===== src/design/vu_meter_ballistics_macros.svh =====
// Assertion macros for the VU meter block.
// Used by the top level only; no other dependencies.
`ifndef VU_METER_BALLISTICS_MACROS_SVH
`define VU_METER_BALLISTICS_MACROS_SVH
`ifndef SYNTH
`define VU_ASSERT_IMP(lbl, clk, rst_n, a, c) \
  lbl: assert property (@(posedge clk) disable iff (!rst_n) (a) |-> (c)) else $error("lbl");
`define VU_ASSERT_NXT(lbl, clk, rst_n, a, c) \
  lbl: assert property (@(posedge clk) disable iff (!rst_n) (a) |=> (c)) else $error("lbl");
`else
`define VU_ASSERT_IMP(lbl, clk, rst_n, a, c)
`define VU_ASSERT_NXT(lbl, clk, rst_n, a, c)
`endif
`endif


===== src/design/vumb_pkg.sv =====
// Shared types and constants of the VU meter block.
// No dependencies.
`default_nettype none
package vumb_pkg;
  localparam logic [1:0] MODE_SAMPLE  = 2'd0;
  localparam logic [1:0] MODE_FRAME   = 2'd1;
  localparam logic [1:0] MODE_RELEASE = 2'd2;

  localparam logic [2:0] REG_WINDOW  = 3'd0;
  localparam logic [2:0] REG_ATTACK  = 3'd1;
  localparam logic [2:0] REG_DECAY   = 3'd2;
  localparam logic [2:0] REG_RELEASE = 3'd3;
  localparam logic [2:0] REG_HOLD    = 3'd4;
  localparam logic [2:0] REG_FALL    = 3'd5;
  localparam logic [2:0] REG_FADE    = 3'd6;
  localparam logic [2:0] REG_CLIP    = 3'd7;

  localparam logic [15:0] NEEDLE_REST = 16'd196;
  localparam logic [15:0] CLIP_REST   = 16'd655;
  localparam logic [15:0] DB_GAIN     = 16'd4384;

  typedef enum logic [2:0] {
    ST_IDLE, ST_SREAD, ST_SUPD, ST_LOGL, ST_LOGR, ST_CH, ST_OUT
  } state_t;

  typedef struct packed {
    logic       load;
    logic       ring_rd;
    logic       smp_upd;
    logic       log_ls;
    logic       ch_upd;
    logic       ch_sel;
  } cmd_t;

  typedef struct packed {
    logic [1:0] mode;
  } stat_t;

  typedef struct packed {
    logic [12:0] window_len;
    logic [15:0] attack_gain;
    logic [15:0] decay_gain;
    logic [15:0] release_gain;
    logic [7:0]  hold_ticks;
    logic [15:0] fall_step;
    logic [15:0] lamp_fade;
    logic [15:0] clip_threshold;
  } cfg_t;
endpackage
`default_nettype wire


===== src/design/vumb_ctrl.sv =====
// Controller state machine of the VU meter.
// Depends on vumb_pkg.
`default_nettype none
module vumb_ctrl (
  input  wire              clk,
  input  wire              rst_n,
  input  wire              in_fire,
  input  wire              out_busy,
  input  vumb_pkg::stat_t  stat,
  output logic             in_ready,
  output logic             out_load,
  output vumb_pkg::cmd_t   cmd
);
  import vumb_pkg::*;
  state_t state_r, state_nxt;

  always_ff @(posedge clk) begin
    if (!rst_n) state_r <= ST_IDLE;
    else state_r <= state_nxt;
  end

  always_comb begin
    state_nxt = state_r;
    unique case (state_r)
      ST_IDLE: begin
        if (in_fire) state_nxt = ST_SREAD;
      end
      ST_SREAD: begin
        unique case (stat.mode)
          MODE_SAMPLE:  state_nxt = ST_SUPD;
          MODE_FRAME:   state_nxt = ST_LOGL;
          MODE_RELEASE: state_nxt = ST_CH;
          default:      state_nxt = ST_IDLE;
        endcase
      end
      ST_SUPD: state_nxt = ST_IDLE;
      ST_LOGL: state_nxt = ST_LOGR;
      ST_LOGR: state_nxt = ST_CH;
      ST_CH:   state_nxt = ST_OUT;
      ST_OUT: begin
        if (!out_busy) state_nxt = ST_IDLE;
      end
      default: state_nxt = ST_IDLE;
    endcase
  end

  always_comb begin
    cmd      = '0;
    in_ready = 1'b0;
    out_load = 1'b0;
    unique case (state_r)
      ST_IDLE: begin
        in_ready = 1'b1;
        cmd.load = in_fire;
      end
      ST_SREAD: cmd.ring_rd = 1'b1;
      ST_SUPD:  cmd.smp_upd = 1'b1;
      ST_LOGL:  cmd.log_ls = 1'b1;
      ST_LOGR: begin
        cmd.log_ls = 1'b1;
        cmd.ch_sel = 1'b1;
      end
      ST_CH:   cmd.ch_upd = 1'b1;
      ST_OUT:  out_load = !out_busy;
      default: ;
    endcase
  end
endmodule
`default_nettype wire


===== config.mk =====
export PLATFORM = sky130hd
export DESIGN_NAME = vumb_ctrl
export DESIGN_NICKNAME = d
export VERILOG_FILES = /design/src/design/vu_meter_ballistics_macros.svh /design/src/design/vumb_pkg.sv /design/src/design/vumb_ctrl.sv
export SDC_FILE = /design/constraint.sdc
export NUM_CORES = 1
export LEC_CHECK = 0
export ABC_AREA = 1
export BUFFER_PORTS_ARGS = -buffer_cell sky130_fd_sc_hd__clkbuf_2
export CAP_MARGIN = 15
export CORE_AREA = 8 8 45 47
export DETAILED_ROUTE_END_ITERATION = 10
export DIE_AREA = 0 0 53 55
export GPL_TIMING_DRIVEN = 0
export PLACE_DENSITY_LB_ADDON = 0.2
export REMOVE_ABC_BUFFERS = 1
export SLEW_MARGIN = 30
export SYNTH_ARGS = -nofsm -noshare
export SYNTH_HDL_FRONTEND = slang
export SYNTH_SLANG_ARGS = --single-unit

===== constraint.sdc =====
create_clock -name clk -period 2.45 [get_ports clk]
set_clock_uncertainty 0.05 [all_clocks]
set_input_delay 0.1225 -clock clk [delete_from_list [all_inputs] [get_ports clk]]
set_output_delay 0.1225 -clock clk [all_outputs]
set_load 0.1 [all_outputs]

# --- After elaboration in Yosys (flattened, before gate mapping) ---
# Index checks and enable logic that the tools add are counted.
word_totals:
  ff_bits: 3
  in_bits: 6
  out_inout_bits: 8
  wordCells: 28
op_classes:
  n_eq_ne: 10
  n_mux: 12
  reduce_logical: 5
op_table:
  columns: ["op", "n"]
  rows:
  - ["3-bit case mux with 6 select lines", 1]
  - ["3-bit == test, second input constant", 3]
  - ["3-bit case mux with 3 select lines", 1]
  - ["1-bit two-way mux", 8]
  - ["3-bit by 2-bit == test with 1-bit output, second input constant", 2]
  - ["3-bit two-way mux", 2]
  - ["2-bit inequality test, second input constant", 2]
  - ["3-bit by 1-bit == test with 1-bit output, second input constant", 1]
  - ["3-bit zero test", 1]
  - ["2-bit by 1-bit == test with 1-bit output, second input constant", 1]
  - ["2-bit == test, second input constant", 1]
  - ["2-bit zero test", 1]
  - ["2-bit AND reduction", 1]
  - ["2-bit OR reduction", 1]
  - ["1-bit zero test", 1]

# --- Depth between registers and ports, before layout ---
# Gate-level depths: netlist of the first run.
logic_depth:
  depth_word: 3
  ltp_mapped: 7

# --- Worst setup path before layout of the first run ---
# OpenSTA, ideal clock, no wires.
synth_path:
  path_type: "register -> output"
  startpoint: "register state_r[2]"
  endpoint: "output out_load"
  t_arrival_ns: 3.346
  required_ns: 2.277
  path_slack_ns: -1.068
  path_stages_with_launch: 4
  n_path_buf: 1
  path_cell_list: "dfxtp_1 buf_4 inv_1 nor4_1"
synth_between:
  elab_chain_len: 2
synth_rtl:
  columns: ["element", "line", "text"]
  rows:
  - ["start, declared", "vumb_ctrl.sv:15", "state_t state_r, state_nxt;"]
  - ["start signal, assigned", "vumb_ctrl.sv:19", "else state_r <= state_nxt;"]
  - ["3-bit == test", "vumb_ctrl.sv:51", "unique case (state_r)"]
  - ["1-bit two-way mux", "vumb_ctrl.sv:51", null]
  - ["end, declared", "vumb_ctrl.sv:11", "output logic out_load,"]
# No other way between the ends.

==> results.py, run 1 <==
metrics = {
    "floorplanning": {
        "core_area_um2": 1380,
        "die_h_um": 55,
        "die_x_um": 53,
        "design.die.area_um2": 2920,
        "rows": 14,
        "start_util": 0.219,
        "io_pins": 14,
    },
    "run_status": {
        "status": "completed",
    },
    "detailed_routing": {
        "wl_per_cell_um": 8.96,
        "met2WireLength_um": 285,
        "wl_met3_um": 114,
        "drt_iter0_drc": 7,
        "drc_errors": 0,
        "dr_total_vias": 321,
        "first_pass_iters": 6,
        "highest_layer": "met3",
        "routed_wl_um": 699,
        "wl_met1_um": 299,
        "postRouteAntennaNets": 0,
        "vias_per_cell": 4.12,
    },
    "critical_path": {
        "path_max_fanout": 8,
        "worst_setup_path_end_kind": "output port",
        "crit_end": "cmd[1]",
        "critPathLaunch": "state_r[2]$_SDFFE_PN0P_",
        "crit_arrival_ns": 1.61,
        "reg2reg_from": "state_r[2]$_SDFFE_PN0P_",
        "cp-start-kind": "flop",
        "reg2reg_to": "state_r[0]$_SDFFE_PN0P_",
        "r2r.worst_path.cells": 6,
        "critical_path_class": "flop to output port",
        "regToRegSetupSlack_ns": 1.34,
        "critPathRequiredTime_ns": 2.28,
    },
    "cts": {
        "cts-resized-gates": 0,
        "cts_tree": "yes",
        "cts.sinks": 3,
        "cts_setup_buffers": 0,
        "clkTransAtPathRegs_ns": 0.03,
        "hold_buffers": 0,
        "cts_buffers": 3,
        "cts_root_buf": "clkbuf_4",
        "cts_buffer_depth": 2,
        "clkLatencyLatePin_ns": 0.23,
        "htree_levels": 1,
    },
    "grt": {
        "grt_max_degree": 9,
        "grt_pass1_wl_um": 1080,
        "track_usage": 0.0507,
        "grt-ovfl-total": 0,
        "antenna_found_initial": 0,
        "grt_pass1_vias": 275,
    },
    "timing": {
        "tightest_slew_ns": 0.546,
        "timing.final.ws_setup_ns": 0.667,
        "worst_slew_margin_rel": 0.637,
        "setup_tns_ns": 0,
        "slew_viol_final": 0,
        "finalCriticalPeriod_ns": 1.78,
        "hold_violations": 0,
        "setup_violations": 0,
        "final.period_utilization": 0.728,
        "rsz0062_at_grt": "no",
        "clock.fmax_ghz": 0.561,
    },
    "synthesis": {
        "synth_cell_types": 16,
        "synth_top_area_frac": 0.198,
        "syn_area_per_cell_um2": 6.44,
        "syn_inst": 47,
        "syn_area_um2": 303,
        "synth-seq-cells": 3,
        "ys_seq_area_frac": 0.198,
        "synth_area_leaders": "dfxtp_1 20%, ha_1 17%, inv_1 12%",
        "yosys.area.top_type": "dfxtp_1",
        "ys_warn_count": 0,
    },
    "power": {
        "total_power_w": 0.000282,
        "p_leak_nw": 0.231,
        "vdd_ir_drop_max_mv": 0.169,
        "power.density_nw_per_um2": 712,
    },
    "finish": {
        "stdcell_count": 78,
        "nets": 73,
        "largest_register_ffs": 3,
        "drive_gt1_frac": 0.323,
        "top_register": "state_r",
        "antennaDiodeCount": 0,
        "area_growth_pct": 30.6,
        "fillers": 165,
        "top_regs": "state_r (3)",
    },
    "placement": {
        "place.gp.congestion": 0.749,
        "portBuffers": 13,
        "dp.cells": 74,
        "pre_cts_slack_ns": 0.902,
        "dp_hpwl_um": 603,
    },
    "hold_path": {
        "hold_class": "primary input to flop",
    },
    "flow_run": {
        "max_cap_viol_count": 0,
    },
}
[layout make-up]
type,instances,area (µm²),area share
repair buffers,13,65.1,0.165
inverters,11,41.3,0.104
well taps,16,20.0,0.0506
clock buffers,4,26.3,0.0665
flip-flops and latches,3,60.1,0.152
multi-input cells,31,183,0.462
[placed cells by master (no fill, tap or decap)]
cell	synthesis	layout
clkbuf_4	0	3
clkbuf_1	0	1
ha_1	4	4
nand2_1	8	8
a21oi_1	1	1
nand3_1	3	3
nor2_4	1	1
nand4_1	1	1
o21ai_0	3	3
nor2_2	2	2
nor3_1	4	4
inv_2	1	1
inv_1	10	10
dfxtp_1	3	3
nor4_1	1	1
clkbuf_2	0	13
nor2_1	3	3
[report_power, final]
part / internal (W) / total, W / switching [W] / leakage, nW
Clock: 0.0000609 / 0.0000844 / 0.0000235 / 0.0150
Sequential: 0.0000533 / 0.0000609 / 0.00000764 / 0.0246
Combinational: 0.0000238 / 0.000136 / 0.000113 / 0.192
Total: 0.000138 / 0.000282 / 0.000144 / 0.231
[synthesized netlist by cell type]
cell and number:
nor2_1 3, o21ai_0 3, buf_4 1, buf_6 1, nor2_4 1, nand4_1 1
dfxtp_1 3, nand3_1 3, nand2_1 8, ha_1 4, nor3_1 4, nor4_1 1
a21oi_1 1, inv_2 1, inv_1 10, nor2_2 2
[cell families after synthesis]
group,count (synthesis),share of synthesized area
compound gates,4,0.0661
fa+ha+maj,4,0.165
buf+inv,13,0.198
flops,3,0.198
simple gates,23,0.372
[worst max-delay path, cell delays in order, from the launching register on]
cell,delay [ns]
dfxtp_1,0.51
inv_1,0.18
nor3_1,0.21
clkbuf_2,0.49
[routing by layer]
layer / global-route usage / vias to the layer above
li1: - / 176
met1: 0.0560 / 134
met2: 0.0625 / 11
met3: 0.0401 / 0
met4: 0.0388 / 0
met5: 0 / -
[stage by stage]
stage	utilization	area (µm²)	hold slack, ns
after global routing	0.286	395	0.0322
after floorplan	-	284	0.170
after CTS	0.286	395	0.0329
final	0.286	395	0.0413
after detailed placement	0.267	369	0.275
after global placement	0.267	369	0.275
[how the worst min path moves through the flow]
stage                      from                      end  slack [ns]  depth (start not counted)
after detailed placement  rst_n  state_r[2]$_SDFFE_PN0P_        0.28                          3
after global routing      rst_n  state_r[2]$_SDFFE_PN0P_        0.03                          3
after floorplan           rst_n  state_r[2]$_SDFFE_PN0P_        0.17                          2
after global placement    rst_n  state_r[2]$_SDFFE_PN0P_        0.28                          3
final                     rst_n  state_r[2]$_SDFFE_PN0P_        0.04                          3
after CTS                 rst_n  state_r[2]$_SDFFE_PN0P_        0.03                          3
Note: power is estimated with default switching activity, not from simulation.
==> inputs of run 2 (changes only) <==
- clock period: 2.45 -> 1.5 ns (I/O delays scaled with it)
==> results.py, run 2 (same netlist as run 1, synthesis figures left out) <==
metrics = {
    "cts": {
        "clkLatencyLatePin_ns": 0.23,
        "cts_setup_buffers": 0,
        "clkTransAtPathRegs_ns": 0.03,
        "cts_root_buf": "clkbuf_4",
        "htree_levels": 1,
        "cts_buffers": 3,
        "cts_tree": "yes",
        "cts.sinks": 3,
        "cts_buffer_depth": 2,
    },
    "timing": {
        "setup_violations": 0,
        "final.period_utilization": 0.961,
        "slew_viol_final": 0,
        "hold_violations": 0,
        "rsz0062_at_grt": "yes",
        "finalCriticalPeriod_ns": 1.44,
        "tightest_slew_ns": 0.490,
        "setup_tns_ns": 0,
        "clock.fmax_ghz": 0.694,
        "worst_slew_margin_rel": 0.676,
    },
    "power": {
        "power_frac_comb": 0.497,
        "p_leak_nw": 0.244,
        "switchingPower_w": 0.000235,
        "vdd_ir_drop_max_mv": 0.284,
        "power.share.sequential": 0.212,
        "p_int_w": 0.000238,
        "power.density_nw_per_um2": 1070,
        "total_power_w": 0.000472,
        "switching_share": 0.497,
        "power_frac_clock": 0.291,
    },
    "critical_path": {
        "reg2reg_from": "state_r[0]$_SDFFE_PN0P_",
        "worst_setup_path_end_kind": "output port",
        "crit_arrival_ns": 1.32,
        "path_max_fanout": 8,
        "regToRegSetupSlack_ns": 0.52,
        "critPathRequiredTime_ns": 1.37,
        "critical_path_class": "flop to output port",
        "r2r.worst_path.cells": 6,
        "crit_end": "out_load",
        "cp-start-kind": "flop",
        "critPathLaunch": "state_r[2]$_SDFFE_PN0P_",
        "reg2reg_to": "state_r[0]$_SDFFE_PN0P_",
    },
    "finish": {
        "fillers": 158,
        "top_regs": "state_r (3)",
        "area_growth_pct": 45.9,
        "antennaDiodeCount": 0,
        "postLayoutCellArea_um2": 442,
        "nets": 74,
        "final_common_cell": "inv_1",
        "top_register": "state_r",
        "final_util": 0.319,
        "layout_common_cells": "10 x inv_1, 8 x nand2_1, 6 x clkbuf_4",
        "largest_register_ffs": 3,
        "drive_gt1_frac": 0.349,
    },
    "grt": {
        "track_usage": 0.0507,
        "antenna_found_initial": 0,
        "grt_pass1_wl_um": 1090,
        "grt_pass1_vias": 276,
        "grt-ovfl-total": 0,
        "grt_max_degree": 9,
    },
    "detailed_routing": {
        "first_pass_iters": 2,
        "vias_per_cell": 4.13,
        "wl_per_cell_um": 8.63,
        "postRouteAntennaNets": 0,
        "drc_errors": 0,
        "routed_wl_um": 682,
        "drt_iter0_drc": 2,
        "dr_total_vias": 326,
    },
    "hold_path": {
        "hold_class": "primary input to flop",
    },
    "run_status": {
        "status": "completed",
    },
    "floorplanning": {
        "core_area_um2": 1380,
        "die_h_um": 55,
        "die_x_um": 53,
        "io_pins": 14,
        "design.die.area_um2": 2920,
        "start_util": 0.219,
        "rows": 14,
    },
    "placement": {
        "place.gp.congestion": 0.749,
        "placed_cell_area_um2": 369,
        "portBuffers": 13,
        "dp_hpwl_um": 603,
    },
    "flow_run": {
        "max_cap_viol_count": 0,
    },
}
-- run 2: cell types whose count changed in the layout (fill, tap and decap cells not counted), sizes merged --
| cell | delta |
|---|---|
| buf | +3 |
| clkbuf | -3 |
| dlygate4sd3 | +1 |
-- run 2: through the flow --
step	setup WS, ns	hold WS, ns	std cells
after floorplan	-2.05	0.123	45
after global routing	-0.0165	0.137	79
after global placement	-0.00299	0.228	74
final	0.0591	0.137	79
after CTS	0.0111	0.127	79
after detailed placement	-0.000996	0.228	74
-- run 2: worst min-delay path by stage --
stage | startpoint | end | slack [ns] | cells after the start
floorplan | rst_n | state_r[2]$_SDFFE_PN0P_ | 0.12 | 2
global placement | rst_n | state_r[2]$_SDFFE_PN0P_ | 0.23 | 3
CTS | out_busy | state_r[1]$_SDFFE_PN0P_ | 0.13 | 3
detailed placement | rst_n | state_r[2]$_SDFFE_PN0P_ | 0.23 | 3
global route | out_busy | state_r[1]$_SDFFE_PN0P_ | 0.14 | 3
finish | out_busy | state_r[1]$_SDFFE_PN0P_ | 0.14 | 3
-- run 2: final cells by class --
cell class | instances | area [µm²] | area share
clock buffer | 4 | 26.3 | 0.0595
multi-input combinational | 31 | 183 | 0.414
sequential | 3 | 62.6 | 0.142
tap | 16 | 20.0 | 0.0453
inverter | 11 | 41.3 | 0.0935
timing repair buffer | 14 | 109 | 0.246
-- run 2: what timing repair did --
item	CTS	global route
endpoints found under the hold margin	1	0
pin swaps	0	0
resized for setup	10	6
endpoints found under the setup margin	7	5
hold buffers	1	0
-- run 2: power by group through the flow --
stage | registers (W) | clock network [W] | logic [W]
global placement | 0.000101 | 0 | 0.000224
floorplan | 0.0000977 | 0 | 0.000189
detailed placement | 0.000101 | 0 | 0.000225
CTS | 0.000100 | 0.000146 | 0.000232
finish | 0.000100 | 0.000138 | 0.000235
global route | 0.000101 | 0.000158 | 0.000251
-- run 2: worst max-delay path, cell delays in order, from the launching register on --
cell,delay [ns]
dfxtp_2,0.41
inv_1,0.14
nor4_1,0.23
clkbuf_8,0.31
-- run 2: metal layers --
metal  global-route usage  wire, µm  vias to the layer above
li1                     -         -                      178
met3               0.0321        92                        0
met1               0.0575       290                      137
met5                    0         0                        -
met2               0.0664       299                       11
met4               0.0388         0                        0
==> inputs of run 3 (changes only) <==
==> constraint.sdc (replaced) <==
create_clock -name clk -period 1.5 [get_ports clk]
set_clock_uncertainty 0.05 [all_clocks]
set_input_delay 0 -clock clk [delete_from_list [all_inputs] [get_ports clk]]
set_output_delay 0 -clock clk [all_outputs]
set_load 0.1 [all_outputs]
==> results.py, run 3 (same netlist as run 1, synthesis figures left out) <==
metrics = {
    "run_status": {
        "status": "completed",
    },
    "cts": {
        "cts_buffer_depth": 2,
        "cts_buffers": 3,
        "clkTransAtPathRegs_ns": 0.03,
        "cts_root_buf": "clkbuf_4",
        "cts.sinks": 3,
        "htree_levels": 1,
        "cts_tree": "yes",
        "clkLatencyLatePin_ns": 0.23,
    },
    "timing": {
        "hold_violations": 0,
        "setup_violations": 0,
        "timing.final.ws_setup_ns": 0.110,
        "worst_slew_margin_rel": 0.638,
        "rsz0062_at_grt": "no",
        "clock.fmax_ghz": 0.719,
        "finalCriticalPeriod_ns": 1.39,
        "tightest_slew_ns": 0.545,
        "final.period_utilization": 0.927,
        "slew_viol_final": 0,
    },
    "grt": {
        "grt_pass1_wl_um": 1100,
        "grt_max_degree": 9,
        "grt_pass1_vias": 279,
        "track_usage": 0.0513,
        "antenna_found_initial": 0,
        "grt-ovfl-total": 0,
    },
    "power": {
        "vdd_ir_drop_max_mv": 0.282,
        "total_power_w": 0.000466,
        "power.density_nw_per_um2": 1090,
        "p_leak_nw": 0.239,
    },
    "critical_path": {
        "critPathRequiredTime_ns": 1.45,
        "path_max_fanout": 5,
        "worst_setup_path_end_kind": "output port",
        "crit_arrival_ns": 1.34,
        "critical_path_class": "flop to output port",
        "cp-start-kind": "flop",
    },
    "detailed_routing": {
        "vias_per_cell": 4.13,
        "first_pass_iters": 4,
        "drc_errors": 0,
        "wl_per_cell_um": 8.65,
        "dr_total_vias": 326,
        "drt_iter0_drc": 6,
        "postRouteAntennaNets": 0,
        "routed_wl_um": 683,
    },
    "flow_run": {
        "max_cap_viol_count": 0,
    },
    "finish": {
        "drive_gt1_frac": 0.349,
        "layout_common_cells": "10 x inv_1, 8 x nand2_1, 8 x clkbuf_4",
        "largest_register_ffs": 3,
        "postLayoutCellArea_um2": 429,
        "top_regs": "state_r (3)",
        "area_growth_pct": 41.7,
        "final_common_cell": "inv_1",
        "nets": 74,
        "antennaDiodeCount": 0,
        "top_register": "state_r",
    },
    "floorplanning": {
        "die_h_um": 55,
        "die_x_um": 53,
        "io_pins": 14,
        "rows": 14,
        "design.die.area_um2": 2920,
        "core_area_um2": 1380,
        "start_util": 0.219,
    },
    "placement": {
        "placed_cell_area_um2": 369,
        "pre_cts_slack_ns": 0.0740,
        "dp_hpwl_um": 603,
        "place.gp.congestion": 0.749,
        "portBuffers": 13,
    },
    "hold_path": {
        "hold_class": "primary input to flop",
    },
}
[run 3: per-stage QoR]
step                utilization  hold WS (ns)  TNS (ns)  cells
floorplan                     -        0.0476     -8.53     45
global placement          0.267         0.153         0     74
detailed placement        0.267         0.153         0     74
CTS                       0.309        0.0598         0     79
global route              0.310        0.0621         0     79
finish                    0.310        0.0625         0     79
[run 3: area by class of cell]
type	instances	area [µm²]
inverters	11	41.3
multi-input cells	31	183
repair buffers	14	96.3
flip-flops and latches	3	62.6
well taps	16	20.0
clock buffers	4	26.3
fillers	160	955
[run 3: repair_timing]
| item | 4_1_cts | 5_1_grt |
|---|---|---|
| setup endpoints to repair | 6 | 5 |
| gates cloned | 0 | 0 |
| buffers inserted | 0 | 0 |
| hold endpoints to repair | 3 | 0 |
| resized for setup | 8 | 2 |
| hold buffers | 1 | 0 |
[run 3: per-layer routing]
| metal | track usage | vias to the layer above | share of wire |
|---|---|---|---|
| li1 | - | 178 | - |
| met1 | 0.0590 | 137 | 0.42 |
| met2 | 0.0664 | 11 | 0.44 |
| met3 | 0.0321 | 0 | 0.14 |
| met4 | 0.0388 | 0 | 0 |
| met5 | 0 | - | 0 |
[run 3: worst max-delay path, stage by stage, from the launching register on]
cell,delay [ns]
dfxtp_1,0.40
inv_2,0.09
nor3_1,0.13
clkbuf_2,0.48
[run 3: worst paths after layout]
path                                         startpoint                 endpoint  slack, ns  depth (start not counted)
worst min register to register  state_r[1]$_SDFFE_PN0P_  state_r[1]$_SDFFE_PN0P_       0.57                          2
worst max-delay path            state_r[0]$_SDFFE_PN0P_                   cmd[4]       0.11                          3
worst max register to register  state_r[0]$_SDFFE_PN0P_  state_r[0]$_SDFFE_PN0P_       0.52                          6
worst min-delay path                           out_busy  state_r[1]$_SDFFE_PN0P_       0.06                          3
[run 3: power by group]
group / internal (W) / total (W) / switching, W
Clock: 0.0000995 / 0.000138 / 0.0000383
Combinational: 0.0000452 / 0.000229 / 0.000183
Sequential: 0.0000878 / 0.000100 / 0.0000122
Total: 0.000232 / 0.000466 / 0.000234
